--- config.mk ---
export PLATFORM = sky130hd
export DESIGN_NAME = sm4_stage
export DESIGN_NICKNAME = d
export VERILOG_FILES = /design/src/rtl/core/sm4_pkg.sv /design/src/rtl/core/sm4_stage.sv
export SDC_FILE = /design/constraint.sdc
export NUM_CORES = 1
export LEC_CHECK = 0
export ABC_AREA = 1
export BUFFER_PORTS_ARGS = -buffer_cell sky130_fd_sc_hd__buf_2
export CAP_MARGIN = 5
export CORE_MARGIN = 3
export CORE_UTILIZATION = 54
export CTS_CLUSTER_DIAMETER = 30
export DETAILED_ROUTE_END_ITERATION = 16
export HOLD_SLACK_MARGIN = 0.03
export PLACE_DENSITY = 0.81
export REMOVE_ABC_BUFFERS = 1
export SKIP_LAST_GASP = 1
export SLEW_MARGIN = 15
export SYNTH_ARGS = -nofsm -noshare
export SYNTH_HDL_FRONTEND = slang
export SYNTH_SLANG_ARGS = --single-unit
--- constraint.sdc ---
create_clock -name clk -period 2.65 [get_ports clk]
set_input_delay 0.265 -clock clk [delete_from_list [all_inputs] [get_ports clk]]
set_output_delay 0.265 -clock clk [all_outputs]
set_load 0.05 [all_outputs]
--- src/rtl/core/sm4_pkg.sv ---
package sm4_pkg;

	localparam int ROUNDS    = 32;
	localparam int KEY_IDX_W = 5;
	localparam int WORD_W    = 32;
	localparam int NWORDS    = 4;
	localparam int HALF_W    = 64;

	typedef enum logic {
		MODE_KEY   = 1'b0,
		MODE_BLOCK = 1'b1
	} mode_t;

	// One request as it travels down the round pipeline; w[0] is X0.
	typedef struct packed {
		mode_t                          mode;
		logic [KEY_IDX_W-1:0]           key_index;
		logic [WORD_W-1:0]              key_word;
		logic [NWORDS-1:0][WORD_W-1:0]  w;
	} stage_t;

endpackage

--- src/rtl/core/sm4_stage.sv ---
module sm4_stage import sm4_pkg::*; (
	input  logic                 clk,
	input  logic                 arst_n,
	input  logic                 advance,
	input  logic [KEY_IDX_W-1:0] slot,
	input  logic                 vld_in,
	input  stage_t               d_in,
	output logic                 vld_out,
	output stage_t               d_out
);

	localparam logic [0:255][7:0] SBOX = '{
		8'hd6, 8'h90, 8'he9, 8'hfe, 8'hcc, 8'he1, 8'h3d, 8'hb7,
		8'h16, 8'hb6, 8'h14, 8'hc2, 8'h28, 8'hfb, 8'h2c, 8'h05,
		8'h2b, 8'h67, 8'h9a, 8'h76, 8'h2a, 8'hbe, 8'h04, 8'hc3,
		8'haa, 8'h44, 8'h13, 8'h26, 8'h49, 8'h86, 8'h06, 8'h99,
		8'h9c, 8'h42, 8'h50, 8'hf4, 8'h91, 8'hef, 8'h98, 8'h7a,
		8'h33, 8'h54, 8'h0b, 8'h43, 8'hed, 8'hcf, 8'hac, 8'h62,
		8'he4, 8'hb3, 8'h1c, 8'ha9, 8'hc9, 8'h08, 8'he8, 8'h95,
		8'h80, 8'hdf, 8'h94, 8'hfa, 8'h75, 8'h8f, 8'h3f, 8'ha6,
		8'h47, 8'h07, 8'ha7, 8'hfc, 8'hf3, 8'h73, 8'h17, 8'hba,
		8'h83, 8'h59, 8'h3c, 8'h19, 8'he6, 8'h85, 8'h4f, 8'ha8,
		8'h68, 8'h6b, 8'h81, 8'hb2, 8'h71, 8'h64, 8'hda, 8'h8b,
		8'hf8, 8'heb, 8'h0f, 8'h4b, 8'h70, 8'h56, 8'h9d, 8'h35,
		8'h1e, 8'h24, 8'h0e, 8'h5e, 8'h63, 8'h58, 8'hd1, 8'ha2,
		8'h25, 8'h22, 8'h7c, 8'h3b, 8'h01, 8'h21, 8'h78, 8'h87,
		8'hd4, 8'h00, 8'h46, 8'h57, 8'h9f, 8'hd3, 8'h27, 8'h52,
		8'h4c, 8'h36, 8'h02, 8'he7, 8'ha0, 8'hc4, 8'hc8, 8'h9e,
		8'hea, 8'hbf, 8'h8a, 8'hd2, 8'h40, 8'hc7, 8'h38, 8'hb5,
		8'ha3, 8'hf7, 8'hf2, 8'hce, 8'hf9, 8'h61, 8'h15, 8'ha1,
		8'he0, 8'hae, 8'h5d, 8'ha4, 8'h9b, 8'h34, 8'h1a, 8'h55,
		8'had, 8'h93, 8'h32, 8'h30, 8'hf5, 8'h8c, 8'hb1, 8'he3,
		8'h1d, 8'hf6, 8'he2, 8'h2e, 8'h82, 8'h66, 8'hca, 8'h60,
		8'hc0, 8'h29, 8'h23, 8'hab, 8'h0d, 8'h53, 8'h4e, 8'h6f,
		8'hd5, 8'hdb, 8'h37, 8'h45, 8'hde, 8'hfd, 8'h8e, 8'h2f,
		8'h03, 8'hff, 8'h6a, 8'h72, 8'h6d, 8'h6c, 8'h5b, 8'h51,
		8'h8d, 8'h1b, 8'haf, 8'h92, 8'hbb, 8'hdd, 8'hbc, 8'h7f,
		8'h11, 8'hd9, 8'h5c, 8'h41, 8'h1f, 8'h10, 8'h5a, 8'hd8,
		8'h0a, 8'hc1, 8'h31, 8'h88, 8'ha5, 8'hcd, 8'h7b, 8'hbd,
		8'h2d, 8'h74, 8'hd0, 8'h12, 8'hb8, 8'he5, 8'hb4, 8'hb0,
		8'h89, 8'h69, 8'h97, 8'h4a, 8'h0c, 8'h96, 8'h77, 8'h7e,
		8'h65, 8'hb9, 8'hf1, 8'h09, 8'hc5, 8'h6e, 8'hc6, 8'h84,
		8'h18, 8'hf0, 8'h7d, 8'hec, 8'h3a, 8'hdc, 8'h4d, 8'h20,
		8'h79, 8'hee, 8'h5f, 8'h3e, 8'hd7, 8'hcb, 8'h39, 8'h48
	};

	logic [WORD_W-1:0] rk_q;
	logic [WORD_W-1:0] mix_in;
	logic [WORD_W-1:0] sub;
	logic [WORD_W-1:0] lin;
	stage_t            nxt;
	logic              vld_s;
	stage_t            d_s;

	// Load this round's key as a key request passes; later blocks see it, earlier ones
	// have already left this round.
	always_ff @(posedge clk) begin
		if (advance && vld_in && d_in.mode == MODE_KEY && d_in.key_index == slot) begin
			rk_q <= d_in.key_word;
		end
	end

	always_comb begin
		mix_in = d_in.w[1] ^ d_in.w[2] ^ d_in.w[3] ^ rk_q;
		sub = {SBOX[mix_in[31:24]], SBOX[mix_in[23:16]],
			SBOX[mix_in[15:8]], SBOX[mix_in[7:0]]};
		lin = sub ^ {sub[29:0], sub[31:30]} ^ {sub[21:0], sub[31:22]}
			^ {sub[13:0], sub[31:14]} ^ {sub[7:0], sub[31:8]};
		nxt = d_in;
		nxt.w[0] = d_in.w[1];
		nxt.w[1] = d_in.w[2];
		nxt.w[2] = d_in.w[3];
		nxt.w[3] = d_in.w[0] ^ lin;
	end

	always_ff @(posedge clk or negedge arst_n) begin
		if (!arst_n) begin
			vld_s <= 1'b0;
		end else if (advance) begin
			vld_s <= vld_in;
		end
	end

	always_ff @(posedge clk) begin
		if (advance) begin
			d_s <= nxt;
		end
	end

	assign vld_out = vld_s;
	assign d_out   = d_s;

endmodule

==> impl_metrics.json, run 1 <==
{
  "initial_core_util_pct": 55.2,
  "grt_max_degree": 76,
  "synth-seq-cells": 199,
  "syn_area_um2": 22700,
  "synth_area_leaders": "edfxtp_1 (26%), nand2_1 (26%), nand3_1 (23%)",
  "outcome": "did not finish",
  "worst_endpoint": "d_out[113]$_DFFE_PP_/D",
  "die_w_um": 211,
  "cts_max_path_buffers": 2,
  "synth_top_area_share_pct": 26.1,
  "root_buffer": "clkbuf_16",
  "grt_usage_pct": 66.1,
  "num_io_pins": 342,
  "num_rows": 74,
  "ys_async_sr_fraction_pct": 0.503,
  "cts_htree_levels": 4,
  "synth-seq-area-share_pct": 26.2,
  "synth_flop_cell": "edfxtp_1",
  "syn-instance-count": 3871,
  "dp_hpwl_um": 83100,
  "haltStage": "global routing",
  "yosysWarnings": 0,
  "portBuffers": 341,
  "error_line": "[ERROR GRT-0232] Routing congestion too high. Check the congestion heatmap in the GUI.",
  "overflow": 65,
  "cts-buffers-inserted": 17,
  "avgSynthCellArea_um2": 5.88,
  "synth_edf_count": 198,
  "place_congestion": 1.19,
  "synth.distinct_cells": 36,
  "clock-sinks": 199,
  "yosysTopAreaCell": "edfxtp_1",
  "endpoint_type": "register input",
  "fp.dieH_um": 211
}
==> cell usage after synthesis, types with 16 or more instances <==
cell type / n
nor2_1: 174
o21ai_0: 56
buf_4: 41
ha_1: 38
nand3_1: 1067
nand2_2: 46
edfxtp_1: 198
xor2_1: 33
o211ai_1: 16
buf_2: 89
nand2_1: 1550
clkbuf_1: 40
inv_2: 20
a21oi_1: 77
inv_1: 289
nand4_1: 25
xnor2_1: 26
==> per-layer routing <==
metal  GRT usage, %  overflow
met5           9.70         1
met4           64.1        35
met3           43.7         1
met2           87.8        26
met1           67.8         2
==> per-stage QoR <==
stage                     cells  setup WS, ns  hold WS, ns  instance area, um^2
after global placement     5240        -0.565       0.0530                29800
after CTS                  5453        -0.254       0.0330                34200
after floorplan            3680         -1.81      -0.0306                21700
after detailed placement   5240        -0.650       0.0475                29800
==> cells by family after synthesis <==
| group | Yosys count | share of synthesized area (%) |
|---|---|---|
| flops | 199 | 26.2 |
| simple gates | 2910 | 55.7 |
| fa+ha+maj | 38 | 2.09 |
| buf+inv | 501 | 9.76 |
| compound gates | 161 | 3.76 |
| xor+xnor | 62 | 2.49 |
==> repair_timing <==
item / 4_1_cts
buffers inserted: 49
pin swaps: 175
gates cloned: 1
endpoints found under the setup margin: 32
hold buffers: 132
resized for setup: 547
hold endpoints to repair: 164
==> run 2, diff against run 1 <==
CORE_UTILIZATION = 40   (was 54)
CTS_CLUSTER_DIAMETER = unset   (was 30)
HOLD_SLACK_MARGIN = unset   (was 0.03)
PLACE_DENSITY = unset   (was 0.81)
PLACE_DENSITY_LB_ADDON = 0.15   (was unset)
clock period = 3.45 ns   (was 2.65 ns; I/O delays follow)
==> impl_metrics.json, run 2 <==
{
  "outcome": "complete, no violations",
  "dp_slack_ns": -0.0377,
  "setup.worst_path.start_class": "flop",
  "clock-sinks": 199,
  "hp-start": "d_in[136]",
  "nFillCells": 5975,
  "fp.dieArea_um2": 59800,
  "synth_edf_count": 198,
  "layoutNonFillerInstCount": 5116,
  "die_w_um": 244,
  "syn_area_um2": 22700,
  "yosysTopAreaCell": "edfxtp_1",
  "antenna_found_initial": 9,
  "cp.arrival_ns": 3.48,
  "fin_crit_ns": 3.25,
  "drv_cap": 0,
  "place_congestion": 1.06,
  "setup_slack_ns": 0.203,
  "root_buffer": "clkbuf_16",
  "setup_viol": 0,
  "num_vias": 29500,
  "grt_pass1_vias": 27000,
  "dp_hpwl_um": 83600,
  "cts_max_path_buffers": 2,
  "crit_start": "rk_q[1]$_DFFE_PP_",
  "portBuffers": 341,
  "core_area_um2": 55600,
  "post-route-drc-count": 0,
  "synth.distinct_cells": 36,
  "tightest_slew_ns": 0.835,
  "synth-seq-area-share_pct": 26.2,
  "avgSynthCellArea_um2": 5.88,
  "seqCellArea_um2": 5970,
  "post-route-period-util_pct": 94.1,
  "final_hold_viol_count": 0,
  "first_pass_iters": 6,
  "hp-class": "primary input to flop",
  "multi_input_area_um2": 15000,
  "path_class": "flop to flop",
  "largest_reg_flops": 166,
  "initial_core_util_pct": 40.9,
  "num_rows": 86,
  "routed_wl_um": 109000,
  "placed_cell_area_um2": 27100,
  "final_cell_mix": "nand2_1 (1519), nand3_1 (1050), buf_2 (340)",
  "fmax_mhz": 308,
  "holdWs_ns": 0.0313,
  "cts_htree_levels": 4,
  "clk_pin_slew_ns": 0.08,
  "dp_cells": 5070,
  "drive_above_1_share_pct": 19.6,
  "p_leak_nw": 15.0,
  "grt_max_degree": 125,
  "clock_skew_ns": 0.0203,
  "ys_async_sr_fraction_pct": 0.503,
  "power.density_nw_per_um2": 534,
  "synth-seq-cells": 199,
  "yosysWarnings": 0,
  "post_drt_wl_per_cell_um": 21.3,
  "required_ns": 3.69,
  "grt_pass1_wl_um": 163000,
  "mostFrequentLayoutCell": "nand2_1",
  "ir_drop_uv": 469,
  "cts-buffers-inserted": 17,
  "synth_flop_cell": "edfxtp_1",
  "r2r_start": "rk_q[1]$_DFFE_PP_",
  "finalMaxSlewViolations": 0,
  "crit_fanout": 4,
  "fp.dieH_um": 244,
  "slew_headroom_pct": 44.3,
  "synth_top_area_share_pct": 26.1,
  "syn-instance-count": 3871,
  "via_per_inst": 5.76,
  "num_io_pins": 342,
  "fin_nets": 4563,
  "rsz0062_at_grt": "yes",
  "overflow": 0,
  "synth.most_common_cell": "nand2_1",
  "initialDrtViolationCount": 4147,
  "end_kind": "flop",
  "area.growth.synth_to_final_pct": 23.5,
  "clkLatencyLatePin_ns": 0.50,
  "synth_common_cells": "nand2_1 (1550), nand3_1 (1067), inv_1 (289)",
  "synth_area_leaders": "edfxtp_1 (26%), nand2_1 (26%), nand3_1 (23%)",
  "ant_nets": 0,
  "grt_usage_pct": 35.3,
  "finalInstanceArea_um2": 28100,
  "r2r_setup_slack_ns": 0.20,
  "tritoncts": "built"
}
run 2: final cells by class:
class                           instances  share of cell area [%]
Tap cell                              748                    3.33
Multi-Input combinational cell       3171                    53.3
Clock buffer                           17                    1.51
Clock inverter                         15                   0.730
Inverter                              310                    4.14
Timing Repair Buffer                  651                    15.7
Antenna cell                            5                  0.0445
Sequential cell                       199                    21.2
run 2: cell families (layout without fill, tap and decap cells):
group,after synthesis,in the layout,share of synthesized area [%]
AND/OR/NAND/NOR,2910,2910,55.7
XOR/XNOR,62,62,2.49
adder cells (fa/ha/maj),38,38,2.09
other,0,5,0
buffers and inverters,501,993,9.76
flip-flops,199,199,26.2
AO/OA/AOI/OAI,161,161,3.76
run 2: worst max-delay path, cell delays in order (launching register included):
cell and delay [ns]:
edfxtp_1 0.38, nand2_1 0.07, nand2_1 0.07, nand2_1 0.11
inv_1 0.06, nor2_1 0.25, ha_2 0.36, nand3_1 0.17
buf_12 0.14, nand2_1 0.09, buf_4 0.17, nand3_1 0.06
nand3_1 0.11, nand3_1 0.14, nand3_1 0.13, nand2_1 0.24
nand2_1 0.12, nand3_1 0.12, nand2_1 0.06, nand2_1 0.05
nand2_1 0.09
run 2: what timing repair did:
item / 4_1_cts / 5_1_grt
hold endpoints to repair: 13 / 0
hold buffers: 8 / 0
setup buffers: 0 / 1
setup endpoints to repair: 0 / 32
resized for setup: 0 / 88
run 2: power by group:
part           internal [mW]  switching (mW)
Combinational           2.89            6.66
Clock                   1.05            1.12
Sequential              3.10           0.180
run 2: final timing paths:
kind                                         to  cells past startpoint
min in group asynchronous   vld_out$_DFFE_PN0P_                      2
min                           rk_q[8]$_DFFE_PP_                      1
max in group asynchronous   vld_out$_DFFE_PN0P_                      2
max                        d_out[106]$_DFFE_PP_                     20
max reg2reg                d_out[106]$_DFFE_PP_                     20
min reg2reg                 vld_out$_DFFE_PN0P_                      2
run 2: routing by layer:
metal / vias to the layer above / share of wire, % / GRT usage (%)
met4: 6 / 5.1 / 16.4
met2: 2022 / 43 / 54.0
met5: - / 0.031 / 0
li1: 13700 / - / -
met3: 369 / 11 / 6.72
met1: 13400 / 40 / 48.1
run 2: metrics by stage:
step | utilization, % | power [mW] | TNS, ns
final | 50.5 | 15.0 | 0
after global routing | 50.5 | 15.9 | -0.0685
after CTS | 49.9 | 14.7 | 0
after detailed placement | 48.6 | 12.5 | -0.115
after global placement | 48.6 | 12.6 | -0.130
after floorplan | - | 9.04 | -57.11
No activity file was read; power rests on OpenSTA's default activity.
==> run 3, diff against run 2 <==
REMOVE_ABC_BUFFERS = unset   (was 1)
SETUP_SLACK_MARGIN = 0.4   (was unset)
SLEW_MARGIN = 10   (was 15)
==> impl_metrics.json, run 3 (same netlist as run 2, synthesis figures left out) <==
{
  "ant_nets": 0,
  "fmax_mhz": 327,
  "path_cells": "inv_2 > nand2_2 > nand2_4 > nand2_4 > inv_2 > nor2_4 > buf_6 > buf_4 > nand2_2 > nand3_1 > nand3_1 > nand3_1 > nand3_1 > nand3_2 > nand2_4 > inv_2 > nand2_1 > nand2_1 > nand2_1 > nand2_2 > nor2_2 > nor2_2 > buf_4",
  "fp.dieH_um": 244,
  "root_buffer": "clkbuf_16",
  "num_vias": 29800,
  "slew_headroom_pct": 38.2,
  "min_to": "rk_q[1]$_DFFE_PP_",
  "routed_wl_um": 111000,
  "initialDrtViolationCount": 4384,
  "num_io_pins": 342,
  "post-route-period-util_pct": 88.6,
  "r2r_setup_slack_ns": 0.39,
  "largest_reg_flops": 166,
  "via_per_inst": 5.79,
  "ir_drop_uv": 473,
  "final_cell_mix": "nand2_1 (1346), nand3_1 (962), buf_2 (340)",
  "initial_core_util_pct": 40.9,
  "cp_num_buf_inv": 6,
  "end_kind": "flop",
  "power.density_nw_per_um2": 524,
  "dp_cells": 5047,
  "post-route-drc-count": 0,
  "outcome": "complete, no violations",
  "mostFrequentLayoutCell": "nand2_1",
  "required_ns": 3.73,
  "cp.arrival_ns": 3.34,
  "r2r_cells": 23,
  "setup_slack_ns": 0.395,
  "worst_path_most_repeated_cell": "nand3_1",
  "fin_nets": 4591,
  "cts_htree_levels": 4,
  "antenna_found_initial": 7,
  "fin_crit_ns": 3.06,
  "drive_above_1_share_pct": 28.2,
  "num_rows": 86,
  "setup_viol": 0,
  "clkLatencyLatePin_ns": 0.51,
  "whs_path_depth": 1,
  "tritoncts": "built",
  "syn_nets": 4084,
  "rsz0062_at_grt": "yes",
  "dp_hpwl_um": 82900,
  "clk_pin_slew_ns": 0.09,
  "crit_start": "rk_q[16]$_DFFE_PP_",
  "nFillCells": 5870,
  "reg2reg_to": "d_out[102]$_DFFE_PP_",
  "cp_slowest_cell": "edfxtp_1",
  "fp.dieArea_um2": 59800,
  "portBuffers": 341,
  "p_leak_nw": 15.5,
  "drv_cap": 0,
  "crit_fanout": 12,
  "die_w_um": 244,
  "multi_input_area_um2": 16700,
  "grt_pass1_vias": 27200,
  "grt_pass1_wl_um": 164000,
  "hp-start": "d_in[129]",
  "path_class": "flop to flop",
  "finalMaxSlewViolations": 0,
  "hp-class": "primary input to flop",
  "slowest_delay_ns": 0.42,
  "clock-sinks": 199,
  "area.growth.synth_to_final_pct": 32.6,
  "core_area_um2": 55600,
  "overflow": 0,
  "seqCellArea_um2": 5970,
  "setup.worst_path.start_class": "flop",
  "final_hold_viol_count": 0,
  "post_drt_wl_per_cell_um": 21.7,
  "place_congestion": 1.04,
  "grt_usage_pct": 35.5,
  "clock_skew_ns": 0.0247,
  "cp_top_family": "simple AND/OR/NAND/NOR gates",
  "cts-buffers-inserted": 17,
  "r2r_start": "rk_q[16]$_DFFE_PP_",
  "first_pass_iters": 6,
  "cts_max_path_buffers": 2,
  "grt_max_degree": 84,
  "dp_slack_ns": 0.0280,
  "layoutNonFillerInstCount": 5143,
  "tightest_slew_ns": 0.925
}
==> run 3: cell count changes in the layout (fill, tap and decap cells not counted), moves of 22 or more <==
cell | before | now
nand2_1 | 1519 | 1346
nand2_4 | 15 | 61
nand2_2 | 70 | 191
nand3_2 | 19 | 89
ha_1 | 28 | 6
nor2_1 | 165 | 143
buf_6 | 1 | 32
inv_1 | 284 | 248
inv_2 | 25 | 51
nand3_1 | 1050 | 962
==> run 3: through the flow <==
stage | TNS (ns) | util [%] | power [mW] | hold WS (ns) | instance area [um^2]
floorplan | 0 | - | 9.25 | 0.0494 | 22800
finish | 0 | 54.2 | 15.8 | 0.0196 | 30200
global route | 0 | 54.2 | 16.7 | 0.0119 | 30200
CTS | 0 | 50.4 | 14.8 | 0.000401 | 28000
detailed placement | 0 | 48.1 | 12.4 | 0.128 | 26800
global placement | -0.0467 | 48.1 | 12.4 | 0.128 | 26800
==> run 3: power breakdown <==
part | internal (mW) | switching, mW
clock network | 1.03 | 1.13
registers | 3.10 | 0.157
logic | 3.21 | 7.17
total | 7.35 | 8.45
==> run 3: routing by layer <==
| layer | track usage (%) | wire [um] | vias up |
|---|---|---|---|
| met3 | 7.76 | 12800 | 381 |
| met2 | 54.0 | 48500 | 1977 |
| li1 | - | - | 13800 |
| met1 | 47.6 | 44100 | 13600 |
| met4 | 17.3 | 6030 | 4 |
| met5 | 0 | 27 | - |
==> run 3: final cells by class <==
| type | count | share of cell area [%] |
|---|---|---|
| tap | 748 | 3.10 |
| sequential | 199 | 19.8 |
| inverter | 310 | 3.96 |
| timing repair buffer | 678 | 15.6 |
| clock inverter | 14 | 0.543 |
| multi-input combinational | 3172 | 55.5 |
| clock buffer | 18 | 1.42 |
| antenna | 4 | 0.0332 |
==> run 3: worst max-delay path by stage <==
| stage | cells after the start | to | slack, ns |
|---|---|---|---|
| 5_1_grt | 24 | d_out[102]$_DFFE_PP_ | 0.19 |
| 6_report | 23 | d_out[102]$_DFFE_PP_ | 0.39 |
| 2_1_floorplan | 4 | rk_q[0]$_DFFE_PP_ | 0.47 |
| 4_1_cts | 24 | d_out[102]$_DFFE_PP_ | 0.37 |
| 3_3_place_gp | 27 | d_out[102]$_DFFE_PP_ | -0.05 |
| 3_5_place_dp | 27 | d_out[102]$_DFFE_PP_ | 0.03 |
==> run 3: worst register-to-register path, stage by stage (launching register included) <==
cell and delay [ns]:
edfxtp_1 0.42, inv_2 0.07, nand2_2 0.06, nand2_4 0.08, nand2_4 0.06, inv_2 0.07, nor2_4 0.05, buf_6 0.13
buf_4 0.15, nand2_2 0.30, nand3_1 0.12, nand3_1 0.09, nand3_1 0.16, nand3_1 0.17, nand3_2 0.13, nand2_4 0.13
inv_2 0.07, nand2_1 0.07, nand2_1 0.05, nand2_1 0.07, nand2_2 0.07, nor2_2 0.10, nor2_2 0.07, buf_4 0.13
==> run 3: timing repair <==
action | 4_1_cts | 5_1_grt
endpoints found under the setup margin | 32 | 32
pin swaps | 19 | 102
gates resized for setup | 170 | 445
gates cloned | 0 | 5
setup buffers | 9 | 43
hold buffers | 3 | 0
endpoints found under the hold margin | 3 | 0
